File: src/sv/stereo_guitar_effect_processor_defines.svh
// Assertion macros for the stereo guitar effect processor.
// Included by the RTL files that carry concurrent assertions.
`ifndef STEREO_GUITAR_EFFECT_PROCESSOR_DEFINES_SVH
`define STEREO_GUITAR_EFFECT_PROCESSOR_DEFINES_SVH
`ifndef SYNTH
`define SGE_ASSERT_IMP(lbl, a, c) \
  lbl: assert property (@(posedge clk) disable iff (!rst_n) (a) |-> (c)) \
    else $error("assertion failed");
`define SGE_ASSERT_NXT(lbl, a, c) \
  lbl: assert property (@(posedge clk) disable iff (!rst_n) (a) |=> (c)) \
    else $error("assertion failed");
`else
`define SGE_ASSERT_IMP(lbl, a, c)
`define SGE_ASSERT_NXT(lbl, a, c)
`endif
`endif

File: src/sv/sge_pkg.sv
// Types and constants shared by the stereo guitar effect processor.
// No dependencies.
package sge_pkg;
  typedef struct packed {
    logic signed [15:0] left_in;
    logic signed [15:0] right_in;
  } in_item_t;
  typedef struct packed {
    logic signed [15:0] left_out;
    logic signed [15:0] right_out;
  } out_item_t;
  localparam logic [2:0] MODE_COMB2  = 3'd0;
  localparam logic [2:0] MODE_BYPASS = 3'd1;
  localparam logic [2:0] MODE_COMB1  = 3'd2;
  localparam logic [2:0] MODE_RING   = 3'd3;
  localparam logic [2:0] MODE_WAH    = 3'd4;
  localparam logic [2:0] REG_MODE = 3'd0;
  localparam logic [2:0] REG_RING = 3'd1;
  localparam logic [2:0] REG_LOW  = 3'd2;
  localparam logic [2:0] REG_HIGH = 3'd3;
  localparam logic [2:0] REG_STEP = 3'd4;
  localparam logic [2:0] REG_DAMP = 3'd5;
  localparam int SIN_A = 25736;
  localparam int SIN_B = 10512;
  localparam int SIN_C = 1160;
  localparam int OUT_LIMIT = 32766;
  // Shift-add multiplier request
  typedef struct packed {
    logic              start;
    logic signed [47:0] a;
    logic [16:0]       b;
    logic              neg;
  } mul_req_t;
  typedef struct packed {
    logic              done;
    logic signed [63:0] p;
  } mul_rsp_t;
endpackage

File: src/sv/stereo_guitar_effect_processor.sv
// Stereo guitar effect processor: comb, bypass, ring modulator and auto-wah.
// Comb, bypass and unused modes register the result with the input transfer and
// show it in the next cycle; ring takes 6 serial multiplies and wah takes 10.
// One pair in flight; next input taken the cycle after the result transfer.
// Synchronous active-low reset restores register defaults, clears delay lines, carrier
// and filter state, and restarts the sweep at its start value.
// Depends on sge_pkg, sge_serial_mul and the defines header.
`include "stereo_guitar_effect_processor_defines.svh"
module stereo_guitar_effect_processor #(
  parameter int HISTORY_DEPTH = 11,
  parameter int SINE_TABLE_DEPTH = 1024
) (
  input  logic               clk,
  input  logic               rst_n,
  input  logic               in_valid,
  output logic               in_ready,
  input  sge_pkg::in_item_t  in_data,
  output logic               out_valid,
  input  logic               out_ready,
  output sge_pkg::out_item_t out_data,
  input  logic               cfg_valid,
  output logic               cfg_ready,
  input  logic [2:0]         cfg_index,
  input  logic [23:0]        cfg_data
);
  import sge_pkg::*;
  localparam int TW = $clog2(SINE_TABLE_DEPTH);

  typedef enum logic [4:0] {
    S_IDLE, S_SIN_X2, S_SIN_T1, S_SIN_T2, S_SIN_Y, S_RING_L, S_RING_R,
    S_QB, S_BAND, S_LOW, S_OUT
  } state_t;

  state_t state_r;
  logic [2:0] mode_r;
  logic [15:0] step_r, phase_r;
  logic [23:0] low_r, high_r, sweep_r;
  logic [15:0] sstep_r;
  logic [14:0] damp_r;
  logic falling_r;
  logic signed [15:0] hl_r [HISTORY_DEPTH];
  logic signed [15:0] hr_r [HISTORY_DEPTH];
  logic signed [31:0] lo_r [2];
  logic signed [31:0] bd_r [2];
  logic signed [31:0] hi_r;
  logic ch_r;
  logic signed [15:0] xl_r, xr_r;
  logic [15:0] ang_r;
  logic [14:0] sx_r;
  logic [31:0] sx2_r, st_r;
  logic signed [17:0] sine_r;
  logic signed [15:0] yl_r, yr_r;
  logic out_valid_r;
  logic wait_r;
  mul_req_t req;
  mul_rsp_t rsp;

  sge_serial_mul u_mul (.clk(clk), .rst_n(rst_n), .req(req), .rsp(rsp));

  function automatic logic signed [15:0] clamp16(input logic signed [63:0] v);
    if (v > 64'(OUT_LIMIT)) return 16'(OUT_LIMIT);
    if (v < -64'(OUT_LIMIT)) return -16'(OUT_LIMIT);
    return v[15:0];
  endfunction
  function automatic logic signed [31:0] sat32(input logic signed [63:0] v);
    if (v > 64'sh7FFFFFFF) return 32'sh7FFFFFFF;
    if (v < -64'sh80000000) return 32'sh80000000;
    return v[31:0];
  endfunction
  // truncating divide by 2^k toward zero
  function automatic logic signed [63:0] tdiv(input logic signed [63:0] v, input int k);
    logic signed [63:0] b;
    b = v + ((v < 0) ? ((64'sd1 <<< k) - 64'sd1) : 64'sd0);
    return b >>> k;
  endfunction

  logic [15:0] tbl_ang;
  logic [TW-1:0] tidx;
  logic [23:0] sweep_nxt;
  logic falling_nxt;
  logic signed [63:0] cmb_l, cmb_r;

  // quantise angle to table entry
  assign tidx = TW'((32'(ang_r) * SINE_TABLE_DEPTH) >> 16);
  assign tbl_ang = 16'((32'(tidx) << 16) / SINE_TABLE_DEPTH);

  // sweep update
  always_comb begin
    sweep_nxt = sweep_r; falling_nxt = falling_r;
    if (!falling_r) begin
      if (sweep_r < high_r)
        sweep_nxt = (25'(sweep_r) + 25'(sstep_r) > 25'hFFFFFF) ? 24'hFFFFFF
                    : sweep_r + 24'(sstep_r);
      else falling_nxt = 1'b1;
    end else begin
      if (sweep_r > low_r)
        sweep_nxt = (sweep_r > 24'(sstep_r)) ? sweep_r - 24'(sstep_r) : '0;
      else falling_nxt = 1'b0;
    end
  end

  assign cmb_l = tdiv(64'(in_data.left_in) * 4 +
      ((mode_r == MODE_COMB2) ? 64'(hl_r[5]) * 2 : 64'sd0) + 64'(hl_r[10]), 3);
  assign cmb_r = tdiv(64'(in_data.right_in) * 4 +
      ((mode_r == MODE_COMB2) ? 64'(hr_r[5]) * 2 : 64'sd0) + 64'(hr_r[10]), 3);

  assign in_ready = (state_r == S_IDLE) && !out_valid_r;
  assign cfg_ready = 1'b1;
  assign out_valid = out_valid_r;
  assign out_data.left_out = yl_r;
  assign out_data.right_out = yr_r;

  logic signed [31:0] xc, bcur, lcur;
  assign xc = ch_r ? 32'(xr_r) : 32'(xl_r);
  assign bcur = bd_r[ch_r];
  assign lcur = lo_r[ch_r];

  logic [14:0] qx;
  logic [31:0] yv;
  always_comb begin
    qx = tbl_ang[14] ? 15'(16384 - int'(tbl_ang[13:0])) : 15'(tbl_ang[13:0]);
    yv = 32'(rsp.p >>> 13);
  end

  // multiplier request per state, issued on entry
  always_comb begin
    req = '0;
    if (!wait_r) begin
      req.start = (state_r != S_IDLE) && (state_r != S_OUT);
      case (state_r)
        S_SIN_X2: begin req.a = 48'(qx); req.b = 17'(qx); end
        S_SIN_T1: begin req.a = 48'(sx2_r); req.b = 17'(SIN_C); end
        S_SIN_T2: begin req.a = 48'(sx2_r); req.b = 17'(st_r); end
        S_SIN_Y:  begin req.a = 48'(sx_r); req.b = 17'(st_r); end
        S_RING_L: begin req.a = 48'(xl_r); req.b = 17'(sine_r < 0 ? -sine_r : sine_r);
                        req.neg = sine_r < 0; end
        S_RING_R: begin req.a = 48'(xr_r); req.b = 17'(sine_r < 0 ? -sine_r : sine_r);
                        req.neg = sine_r < 0; end
        S_QB:     begin req.a = 48'(bcur); req.b = 17'(damp_r); end
        S_BAND:   begin req.a = 48'(hi_r); req.b = 17'(sine_r); end
        S_LOW:    begin req.a = 48'(bcur); req.b = 17'(sine_r); end
        default: ;
      endcase
    end
  end

  always_ff @(posedge clk) begin
    if (!rst_n) begin
      state_r <= S_IDLE; wait_r <= 1'b0; out_valid_r <= 1'b0;
      mode_r <= MODE_WAH; step_r <= 16'd655; low_r <= 24'd152170;
      high_r <= 24'd1521700; sstep_r <= 16'd104; damp_r <= 15'd22938;
      phase_r <= '0; sweep_r <= 24'd190212; falling_r <= 1'b0;
      for (int k = 0; k < HISTORY_DEPTH; k++) begin hl_r[k] <= '0; hr_r[k] <= '0; end
      for (int k = 0; k < 2; k++) begin lo_r[k] <= '0; bd_r[k] <= '0; end
    end else begin
      if (cfg_valid) begin
        case (cfg_index)
          REG_MODE: mode_r <= cfg_data[2:0];
          REG_RING: step_r <= cfg_data[15:0];
          REG_LOW:  low_r <= cfg_data;
          REG_HIGH: high_r <= cfg_data;
          REG_STEP: sstep_r <= cfg_data[15:0];
          REG_DAMP: damp_r <= cfg_data[14:0];
          default: ;
        endcase
      end
      if (out_valid_r && out_ready) out_valid_r <= 1'b0;
      if (req.start) wait_r <= 1'b1;
      case (state_r)
        S_IDLE: if (in_valid && in_ready) begin
          xl_r <= in_data.left_in; xr_r <= in_data.right_in; ch_r <= 1'b0;
          case (mode_r)
            MODE_COMB2, MODE_COMB1: begin
              yl_r <= clamp16(cmb_l); yr_r <= clamp16(cmb_r); out_valid_r <= 1'b1;
              for (int k = HISTORY_DEPTH - 1; k > 0; k--) begin
                hl_r[k] <= hl_r[k-1]; hr_r[k] <= hr_r[k-1];
              end
              hl_r[0] <= in_data.left_in; hr_r[0] <= in_data.right_in;
            end
            MODE_BYPASS: begin
              yl_r <= in_data.left_in; yr_r <= in_data.right_in; out_valid_r <= 1'b1;
            end
            MODE_RING: begin ang_r <= phase_r; state_r <= S_SIN_X2; end
            MODE_WAH: begin
              sweep_r <= sweep_nxt; falling_r <= falling_nxt;
              ang_r <= sweep_nxt[23:8] >> 1; state_r <= S_SIN_X2;
            end
            default: begin yl_r <= '0; yr_r <= '0; out_valid_r <= 1'b1; end
          endcase
        end
        S_SIN_X2: if (!wait_r) sx_r <= qx;
          else if (rsp.done) begin
            wait_r <= 1'b0; sx2_r <= 32'(rsp.p >>> 14); state_r <= S_SIN_T1;
          end
        S_SIN_T1: if (rsp.done && wait_r) begin
          wait_r <= 1'b0; st_r <= 32'(SIN_B) - 32'(rsp.p >>> 14); state_r <= S_SIN_T2;
        end
        S_SIN_T2: if (rsp.done && wait_r) begin
          wait_r <= 1'b0; st_r <= 32'(SIN_A) - 32'(rsp.p >>> 14); state_r <= S_SIN_Y;
        end
        S_SIN_Y: if (rsp.done && wait_r) begin
          wait_r <= 1'b0;
          if (mode_r == MODE_RING) begin
            sine_r <= tbl_ang[15] ? -18'((yv > 32767) ? 32767 : yv)
                                  : 18'((yv > 32767) ? 32767 : yv);
            state_r <= S_RING_L;
          end else begin
            sine_r <= tbl_ang[15] ? -18'(2 * ((yv > 32767) ? 32767 : yv))
                                  : 18'(2 * ((yv > 32767) ? 32767 : yv));
            state_r <= S_QB;
          end
        end
        S_RING_L: if (rsp.done && wait_r) begin
          wait_r <= 1'b0; yl_r <= clamp16(tdiv(rsp.p, 15)); state_r <= S_RING_R;
        end
        S_RING_R: if (rsp.done && wait_r) begin
          wait_r <= 1'b0; yr_r <= clamp16(tdiv(rsp.p, 15));
          phase_r <= phase_r + step_r; state_r <= S_OUT;
        end
        S_QB: if (rsp.done && wait_r) begin
          wait_r <= 1'b0;
          hi_r <= sat32(64'(xc) - 64'(lcur) - tdiv(rsp.p, 14)); state_r <= S_BAND;
        end
        S_BAND: if (rsp.done && wait_r) begin
          wait_r <= 1'b0; bd_r[ch_r] <= sat32(tdiv(rsp.p, 15) + 64'(bcur));
          state_r <= S_LOW;
        end
        S_LOW: if (rsp.done && wait_r) begin
          wait_r <= 1'b0; lo_r[ch_r] <= sat32(tdiv(rsp.p, 15) + 64'(lcur));
          if (ch_r) yr_r <= clamp16(64'(bcur)); else yl_r <= clamp16(64'(bcur));
          ch_r <= ~ch_r; state_r <= ch_r ? S_OUT : S_QB;
        end
        S_OUT: begin out_valid_r <= 1'b1; state_r <= S_IDLE; end
        default: state_r <= S_IDLE;
      endcase
    end
  end

  `SGE_ASSERT_NXT(a_out_hold, out_valid && !out_ready, out_valid && $stable(out_data))
  `SGE_ASSERT_IMP(a_busy_no_accept, state_r != S_IDLE, !in_ready)
  `SGE_ASSERT_IMP(a_wait_only_busy, wait_r, state_r != S_IDLE && state_r != S_OUT)
endmodule

File: src/sv/sge_serial_mul.sv
// Bit-serial signed multiplier: one multiplier bit per cycle, shift-add.
// Depends on sge_pkg.
module sge_serial_mul (
  input  logic              clk,
  input  logic              rst_n,
  input  sge_pkg::mul_req_t req,
  output sge_pkg::mul_rsp_t rsp
);
  import sge_pkg::*;
  logic signed [63:0] acc_r, acc_nxt;
  logic signed [63:0] mcand_r, mcand_nxt;
  logic [16:0] mplier_r, mplier_nxt;
  logic neg_r, neg_nxt;
  logic [4:0] cnt_r, cnt_nxt;
  logic busy_r, busy_nxt;
  logic done_r, done_nxt;

  // one partial product a cycle, magnitude of b, sign applied at the end
  always_comb begin
    acc_nxt = acc_r; mcand_nxt = mcand_r; mplier_nxt = mplier_r;
    neg_nxt = neg_r; cnt_nxt = cnt_r; busy_nxt = busy_r; done_nxt = 1'b0;
    if (req.start) begin
      acc_nxt = '0; mcand_nxt = 64'(req.a); mplier_nxt = req.b;
      neg_nxt = req.neg; cnt_nxt = '0; busy_nxt = 1'b1;
    end else if (busy_r) begin
      if (mplier_r[0]) acc_nxt = acc_r + mcand_r;
      mcand_nxt = mcand_r <<< 1;
      mplier_nxt = mplier_r >> 1;
      cnt_nxt = cnt_r + 5'd1;
      if (cnt_r == 5'd16) begin
        busy_nxt = 1'b0; done_nxt = 1'b1;
        if (neg_r) acc_nxt = -(mplier_r[0] ? acc_r + mcand_r : acc_r);
      end
    end
  end

  always_ff @(posedge clk) begin
    if (!rst_n) begin
      busy_r <= 1'b0; done_r <= 1'b0; cnt_r <= '0;
    end else begin
      busy_r <= busy_nxt; done_r <= done_nxt; cnt_r <= cnt_nxt;
    end
    acc_r <= acc_nxt; mcand_r <= mcand_nxt; mplier_r <= mplier_nxt; neg_r <= neg_nxt;
  end

  assign rsp.done = done_r;
  assign rsp.p = acc_r;
endmodule

File: config.mk
export PLATFORM = sky130hd
export DESIGN_NAME = stereo_guitar_effect_processor
export DESIGN_NICKNAME = d
export VERILOG_FILES = /design/src/sv/sge_pkg.sv /design/src/sv/stereo_guitar_effect_processor.sv /design/src/sv/sge_serial_mul.sv
export VERILOG_INCLUDE_DIRS = /design/src /design/src/sv
export SDC_FILE = /design/constraint.sdc
export NUM_CORES = 2
export LEC_CHECK = 0
export ABC_CLOCK_PERIOD_IN_PS = 26200
export BUFFER_PORTS_ARGS = -buffer_cell sky130_fd_sc_hd__buf_4
export CORE_UTILIZATION = 56
export CTS_BUF_LIST = sky130_fd_sc_hd__clkbuf_2
export CTS_CLUSTER_DIAMETER = 150
export CTS_CLUSTER_SIZE = 8
export DETAILED_ROUTE_END_ITERATION = 7
export HOLD_SLACK_MARGIN = 0.1
export PLACE_DENSITY = 0.72
export SYNTH_ARGS = -nofsm -noshare
export SYNTH_HDL_FRONTEND = slang
export SYNTH_SLANG_ARGS = --single-unit
File: constraint.sdc
create_clock -name clk -period 26.2 [get_ports clk]
set_input_delay 2.62 -clock clk [delete_from_list [all_inputs] [get_ports clk]]
set_output_delay 2.62 -clock clk [all_outputs]
set_load 0.01 [all_outputs]
Word level (Yosys, flattened, before mapping)
Memories as Yosys holds them, arrays and structs flattened. A register that Yosys moved wholly into a read port is not among the register bits.
Index checks and enable logic that the tools add are counted.
{ "word_totals": {"out_inout_bits": 35, "word_cells": 436, "memories": 4, "input_bits": 64, "reg_bits": 494, "ram_bits": 480} }
{ "classes": {"magnitude_cmp": 23, "addsub": 25, "n_bitwise": 27, "n_reduce_logical": 46, "n_mux": 243, "n_eq_ne": 37} }
{ "memory_table": {"columns": ["name", "words", "word_bits", "rd", "rd_ports_with_merged_regs", "write_ports", "line", "rtl"], "rows": [
  ["hl_r", 11, 16, 11, 0, 11, "stereo_guitar_effect_processor.sv:41", "logic signed [15:0] hl_r [HISTORY_DEPTH];"],
  ["hr_r", 11, 16, 11, 0, 11, "stereo_guitar_effect_processor.sv:42", "logic signed [15:0] hr_r [HISTORY_DEPTH];"],
  ["bd_r", 2, 32, 1, 1, 2, "stereo_guitar_effect_processor.sv:44", "logic signed [31:0] bd_r [2];"],
  ["lo_r", 2, 32, 1, 1, 2, "stereo_guitar_effect_processor.sv:43", "logic signed [31:0] lo_r [2];"]
]} }
{ "op_table": {"columns": ["op", "n"], "rows": [
  ["$mux W16", 50],
  ["$mux W32", 21],
  ["$pmux W65 S9", 1],
  ["$mux W64", 7],
  ["$add A64 B16 Y64", 3],
  ["$lt A64 B1 Y1 const B", 3],
  ["$pmux W16 S3", 4],
  ["$add A18 B64 Y64", 2],
  ["$add A64 B4 Y64", 2],
  ["$gt A61 B16 Y1 const B", 2],
  ["$lt A61 B16 Y1 const B", 2],
  ["$mux W1", 120],
  ["$mux W24", 5],
  ["$add A49 B32 Y50", 2],
  ["$gt A50 B32 Y1 const B", 2],
  ["$lt A50 B32 Y1 const B", 2],
  ["$mux W17", 5],
  ["$mux W18", 4],
  ["$mux W67", 1],
  ["$add A64 B15 Y64", 1],
  ["$add A64 B64 Y64", 1],
  ["$neg A64 Y64", 1],
  ["$reduce_or A32 Y1", 2],
  ["$mux W5", 12],
  ["62 further kinds", 146]
]} }

Longest topological paths before layout
{ "logic_depth": {"word_depth": 23, "depth_mapped": 33, "depth_no_buf": 29} }

Hierarchy
Synthesis repeated with hierarchy kept, for this count alone.
{ "unflattened": {"hier_cells": 7760, "area_unflattened_um2": 70445.1} }
{ "modules_own_cells": {"columns": ["module", "cells_each", "area_per_inst_um2", "instances", "seq_area_each_um2"], "rows": [
  ["stereo_guitar_effect_processor", 6171, 57153.6, 1, 22831.9],
  ["sge_serial_mul", 1589, 13291.5, 1, 3883.7]
]} }

Worst setup path after synthesis
Ideal clock, no wire load.
{ "synth_timing": {"kind": "input -> register", "startpoint": "input port rst_n", "endpoint": "memory hl_r[0][0], enable pin", "path_slack_ns": 14.468, "n_path_buf": 3, "setup_time_ns": 2.578, "cell_stages": 4, "arrival_time_ns": 9.154, "t_required_ns": 23.622, "cell_sequence": "clkbuf_1 -> clkbuf_1 -> clkbuf_1 -> nand2_1"} }
{ "synth_lines": {"columns": ["item", "line", "rtl"], "rows": [
  ["start: declaration", "stereo_guitar_effect_processor.sv:14", "input logic rst_n,"],
  ["end: declaration", "stereo_guitar_effect_processor.sv:41", null]
]} }

Final worst setup path
{ "layout_timing": {"startpoint": "register u_mul.acc_r[63]", "endpoint": "register hi_r[6], data pin"} }
{ "layout_via": {"elab_chain_cells": 12, "word_cells_on_any_way": 18, "classes_between": "add/sub (2); order compare (3); mux (13)"} }
{ "layout_rtl": {"columns": ["item", "line", "rtl"], "rows": [
  ["start: declaration", "sge_serial_mul.sv:10", "logic signed [63:0] acc_r, acc_nxt;"],
  ["start signal: assignment", "sge_serial_mul.sv:43", "acc_r <= acc_nxt; mcand_r <= mcand_nxt; mplier_r <= mplier_nxt; neg_r <= neg_nxt;"],
  ["$lt A64 B1 Y1", "stereo_guitar_effect_processor.sv:73", "b = v + ((v < 0) ? ((64'sd1 <<< k) - 64'sd1) : 64'sd0);"],
  ["$mux W14", "stereo_guitar_effect_processor.sv:73", null],
  ["$add A64 B15 Y64 (*)", "stereo_guitar_effect_processor.sv:73", null],
  ["$sub A33 B50 Y51 (*)", "stereo_guitar_effect_processor.sv:222", "hi_r <= sat32(64'(xc) - 64'(lcur) - tdiv(rsp.p, 14)); state_r <= S_BAND;"],
  ["$lt A51 B32 Y1", "stereo_guitar_effect_processor.sv:67", "if (v < -64'sh80000000) return 32'sh80000000;"],
  ["$mux W1 (2 in a row)", "stereo_guitar_effect_processor.sv:67", null],
  ["$mux W1", "stereo_guitar_effect_processor.sv:220", "S_QB: if (rsp.done && wait_r) begin"],
  ["$mux W1", "stereo_guitar_effect_processor.sv:169", "case (state_r)"],
  ["$mux W1", "stereo_guitar_effect_processor.sv:148", "if (!rst_n) begin"],
  ["$mux W32", "stereo_guitar_effect_processor.sv:68", "return v[31:0];"],
  ["$mux W32 (*)", "stereo_guitar_effect_processor.sv:67", null],
  ["end signal: assignment", "stereo_guitar_effect_processor.sv:222", null],
  ["end: declaration", "stereo_guitar_effect_processor.sv:45", "logic signed [31:0] hi_r;"]
]} }
Every way passes the cells marked *; elsewhere a longest branch is shown, timed or not. The select of a mux whose other input is x is not followed.
A chain may end at the register's enable or synchronous reset.

==> impl_metrics.json <==
{
  "async_reset_ff_share_pct": 0,
  "drv_cap": 0,
  "tns_ns": 0,
  "clockBufferDepth": 3,
  "timing.fmax_ghz": 0.09841,
  "fin_nets": 8277,
  "drc": 0,
  "ys_types": 120,
  "cp_max_fo": 31,
  "finalHoldViolCount": 0,
  "dpl.cell_count": 9230,
  "synth_fa_ha_area_share_pct": 9.957,
  "setup_viol": 0,
  "cts_sinks": 962,
  "start_kind": "flop",
  "cts.clk_slew.worst_paths_ns": 0.25,
  "yosys.area_share.simple_pct": 19.61,
  "row_count": 130,
  "cp.arrival_ns": 11.61,
  "postRouteWirelength_mm": 243.5,
  "outcome": "completed",
  "io_pins": 99,
  "coreArea_mm2": 0.1254,
  "ir_drop_mv": 0.07870,
  "vias": 62675,
  "avgViaCountPerCell": 6.640,
  "cts_max_level": 4,
  "rsz0062_at_grt": "false",
  "cts_buffers": 138,
  "yosysSeqAreaShare_pct": 37.78,
  "clk_latency_ns": 1.71,
  "post_cts_buffers": 0,
  "die_y_um": 357.4,
  "first_global_vias": 57820,
  "yosys_warnings": 0,
  "die-area_mm2": 0.1277,
  "drt_iter0_drc": 7727,
  "synth_edf_count": 745,
  "muxShareOfSynthArea_pct": 2.096,
  "period_needed_ns": 10.16,
  "hpwlAfterDp_mm": 182.2,
  "syn_to_final_growth_pct": 4.715,
  "drive_above_1_share_pct": 7.960,
  "port_buffers": 97,
  "instances_no_fill": 9439,
  "die_w_um": 357.4,
  "fill_cells": 11016,
  "syn-num-nets": 8348,
  "fin_util_pct": 59.05,
  "avgSynthCellArea_um2": 9.076,
  "ctsResizeCount": 0,
  "ys_ff_latch": 962,
  "worst_hold_path_type": "flop to flop",
  "total_power_mw": 8.024,
  "hold_buffers": 0,
  "critPathMaxStageDelay_ns": 0.90,
  "synth_compound_area_share_pct": 20.67,
  "max_slew.worst_pin.slew_ns": 1.337,
  "min_period_over_period_pct": 38.79,
  "power_leakage_nw": 29.78,
  "grt_max_degree": 271,
  "syn_area_mm2": 0.07072,
  "grt_usage_pct": 37.35,
  "antenna_left": 0,
  "ys.flop_type": "edfxtp_1",
  "wire_per_inst_um": 25.80,
  "slowest_stage": "nor2_1",
  "worstPathRequired_ns": 27.65,
  "root_buffer": "clkbuf_2",
  "synth_xor_area_share_pct": 5.140,
  "skew_ns": 0.1897,
  "dr.pass1.iters": 7,
  "slew_viol_final": 0,
  "max_slew_margin_pct": 10.16,
  "hold_ws_ns": 0.4160,
  "tritoncts": "done",
  "synth_top_family_by_area": "compound AO/OA/AOI/OAI gates",
  "syn_inst": 7792,
  "grt_pass1_wl_mm": 361.6,
  "crit_path_end_kind": "flop",
  "start_util_pct": 56.39,
  "crit_type": "flop to flop",
  "overflow": 0,
  "gp_congestion": 1.048,
  "p_per_area_mw_per_mm2": 108.4,
  "antenna_found_initial": 9
}
-- path summary, 6_finish.rpt --
| check | slack [ns] | cells past startpoint | startpoint | to |
|---|---|---|---|---|
| worst min-delay path | 0.42 | 1 | hl_r[0][112] | hl_r[0][128] |
| worst max-delay path | 16.04 | 31 | u_mul.acc_r[63] | hi_r[6] |
| worst min register to register | 0.42 | 1 | hl_r[0][112] | hl_r[0][128] |
| worst max register to register | 16.04 | 31 | u_mul.acc_r[63] | hi_r[6] |
-- cells by family (layout without fill, tap and decap cells) --
group / Yosys count / in the layout
AO/OA/AOI/OAI: 2183 / 2183
XOR/XNOR: 415 / 415
adder cells (fa/ha/maj): 492 / 492
buffers and inverters: 876 / 860
flip-flops: 962 / 962
multiplexers: 141 / 141
other: 1 / 14
AND/OR/NAND/NOR: 2722 / 2722
-- through the flow --
stage               setup slack, ns  area (µm²)
global placement              15.25       72920
global route                  15.67       74050
CTS                           16.61       74020
finish                        16.04       74060
floorplan                     14.47       70720
detailed placement            15.10       72920
-- power breakdown --
part / internal [mW] / switching, mW / leakage, nW / total (mW)
Clock: 0.223 / 0.576 / 0.845 / 0.799
Sequential: 1.97 / 0.245 / 9.11 / 2.21
Combinational: 1.74 / 3.27 / 19.8 / 5.01
-- state kept, by name (all words and copies together), names as in the netlist, 17 cells and up, named ones only --
signal          cells
low_r              24
hl_r              176
bd_r               64
high_r             24
u_mul.mcand_r      64
sweep_r            24
st_r               17
hi_r               32
sine_r             18
lo_r               64
u_mul.mplier_r     17
u_mul.acc_r        64
sx2_r              32
hr_r              176
-- cell usage after synthesis, drive strengths merged, types with 76 or more instances --
cell type    n  share of area, %
nand3      213               1.5
a21o       262               2.8
dfxtp      217               6.1
xnor2      265               3.3
fa         118               3.3
nor2       540               2.9
nand2      721               3.8
a21oi      603               4.3
o211ai      85              0.90
mux2i       84               1.2
clkbuf     362               1.9
inv        448               2.4
xor2       150               1.9
o31ai      111               1.2
ha         374               6.6
and2       418               3.7
nor3       159               1.1
o21ai      373               2.7
nand4      149               1.3
edfxtp     745                32
a31oi       87              0.82
a211oi      76              0.85
-- layout by cell type, fill, tap and decap left out, drive strengths merged, types with 111 or more instances in the layout --
cell / n
a21o: 262
a21oi: 603
and2: 418
buf: 215
clkbuf: 181
dfxtp: 217
edfxtp: 745
fa: 118
ha: 374
inv: 452
nand2: 721
nand3: 213
nand4: 149
nor2: 540
nor3: 159
o21ai: 373
o31ai: 111
xnor2: 265
xor2: 150
-- cell type report --
| cell class | instances | area, µm² | share of cell area (%) |
|---|---|---|---|
| sequential | 962 | 26720 | 36.08 |
| clock inverter | 15 | 195.2 | 0.2636 |
| antenna | 13 | 32.53 | 0.04393 |
| inverter | 449 | 1688 | 2.279 |
| timing repair buffer | 216 | 1634 | 2.207 |
| clock buffer | 180 | 900.9 | 1.216 |
| tap | 1650 | 2064 | 2.788 |
| multi-input combinational | 5954 | 40820 | 55.12 |
-- critical path: cells and delay by family (launching register included) --
kind	cells	cell delay, ns
flops	1	0.75
fa+ha+maj	3	1.20
xor+xnor	2	0.52
compound gates	8	2.05
simple gates	13	4.42
buf+inv	5	1.05
-- routing by layer --
layer  track usage (%)  routed length [µm]  part of all wire (%)
met5                 0                  41                 0.017
met4             16.76               12050                   5.0
met3             8.316               25160                    10
met2             55.77              104500                    43
met1             51.75              101700                    42
Power figures use the tool's default switching activity.
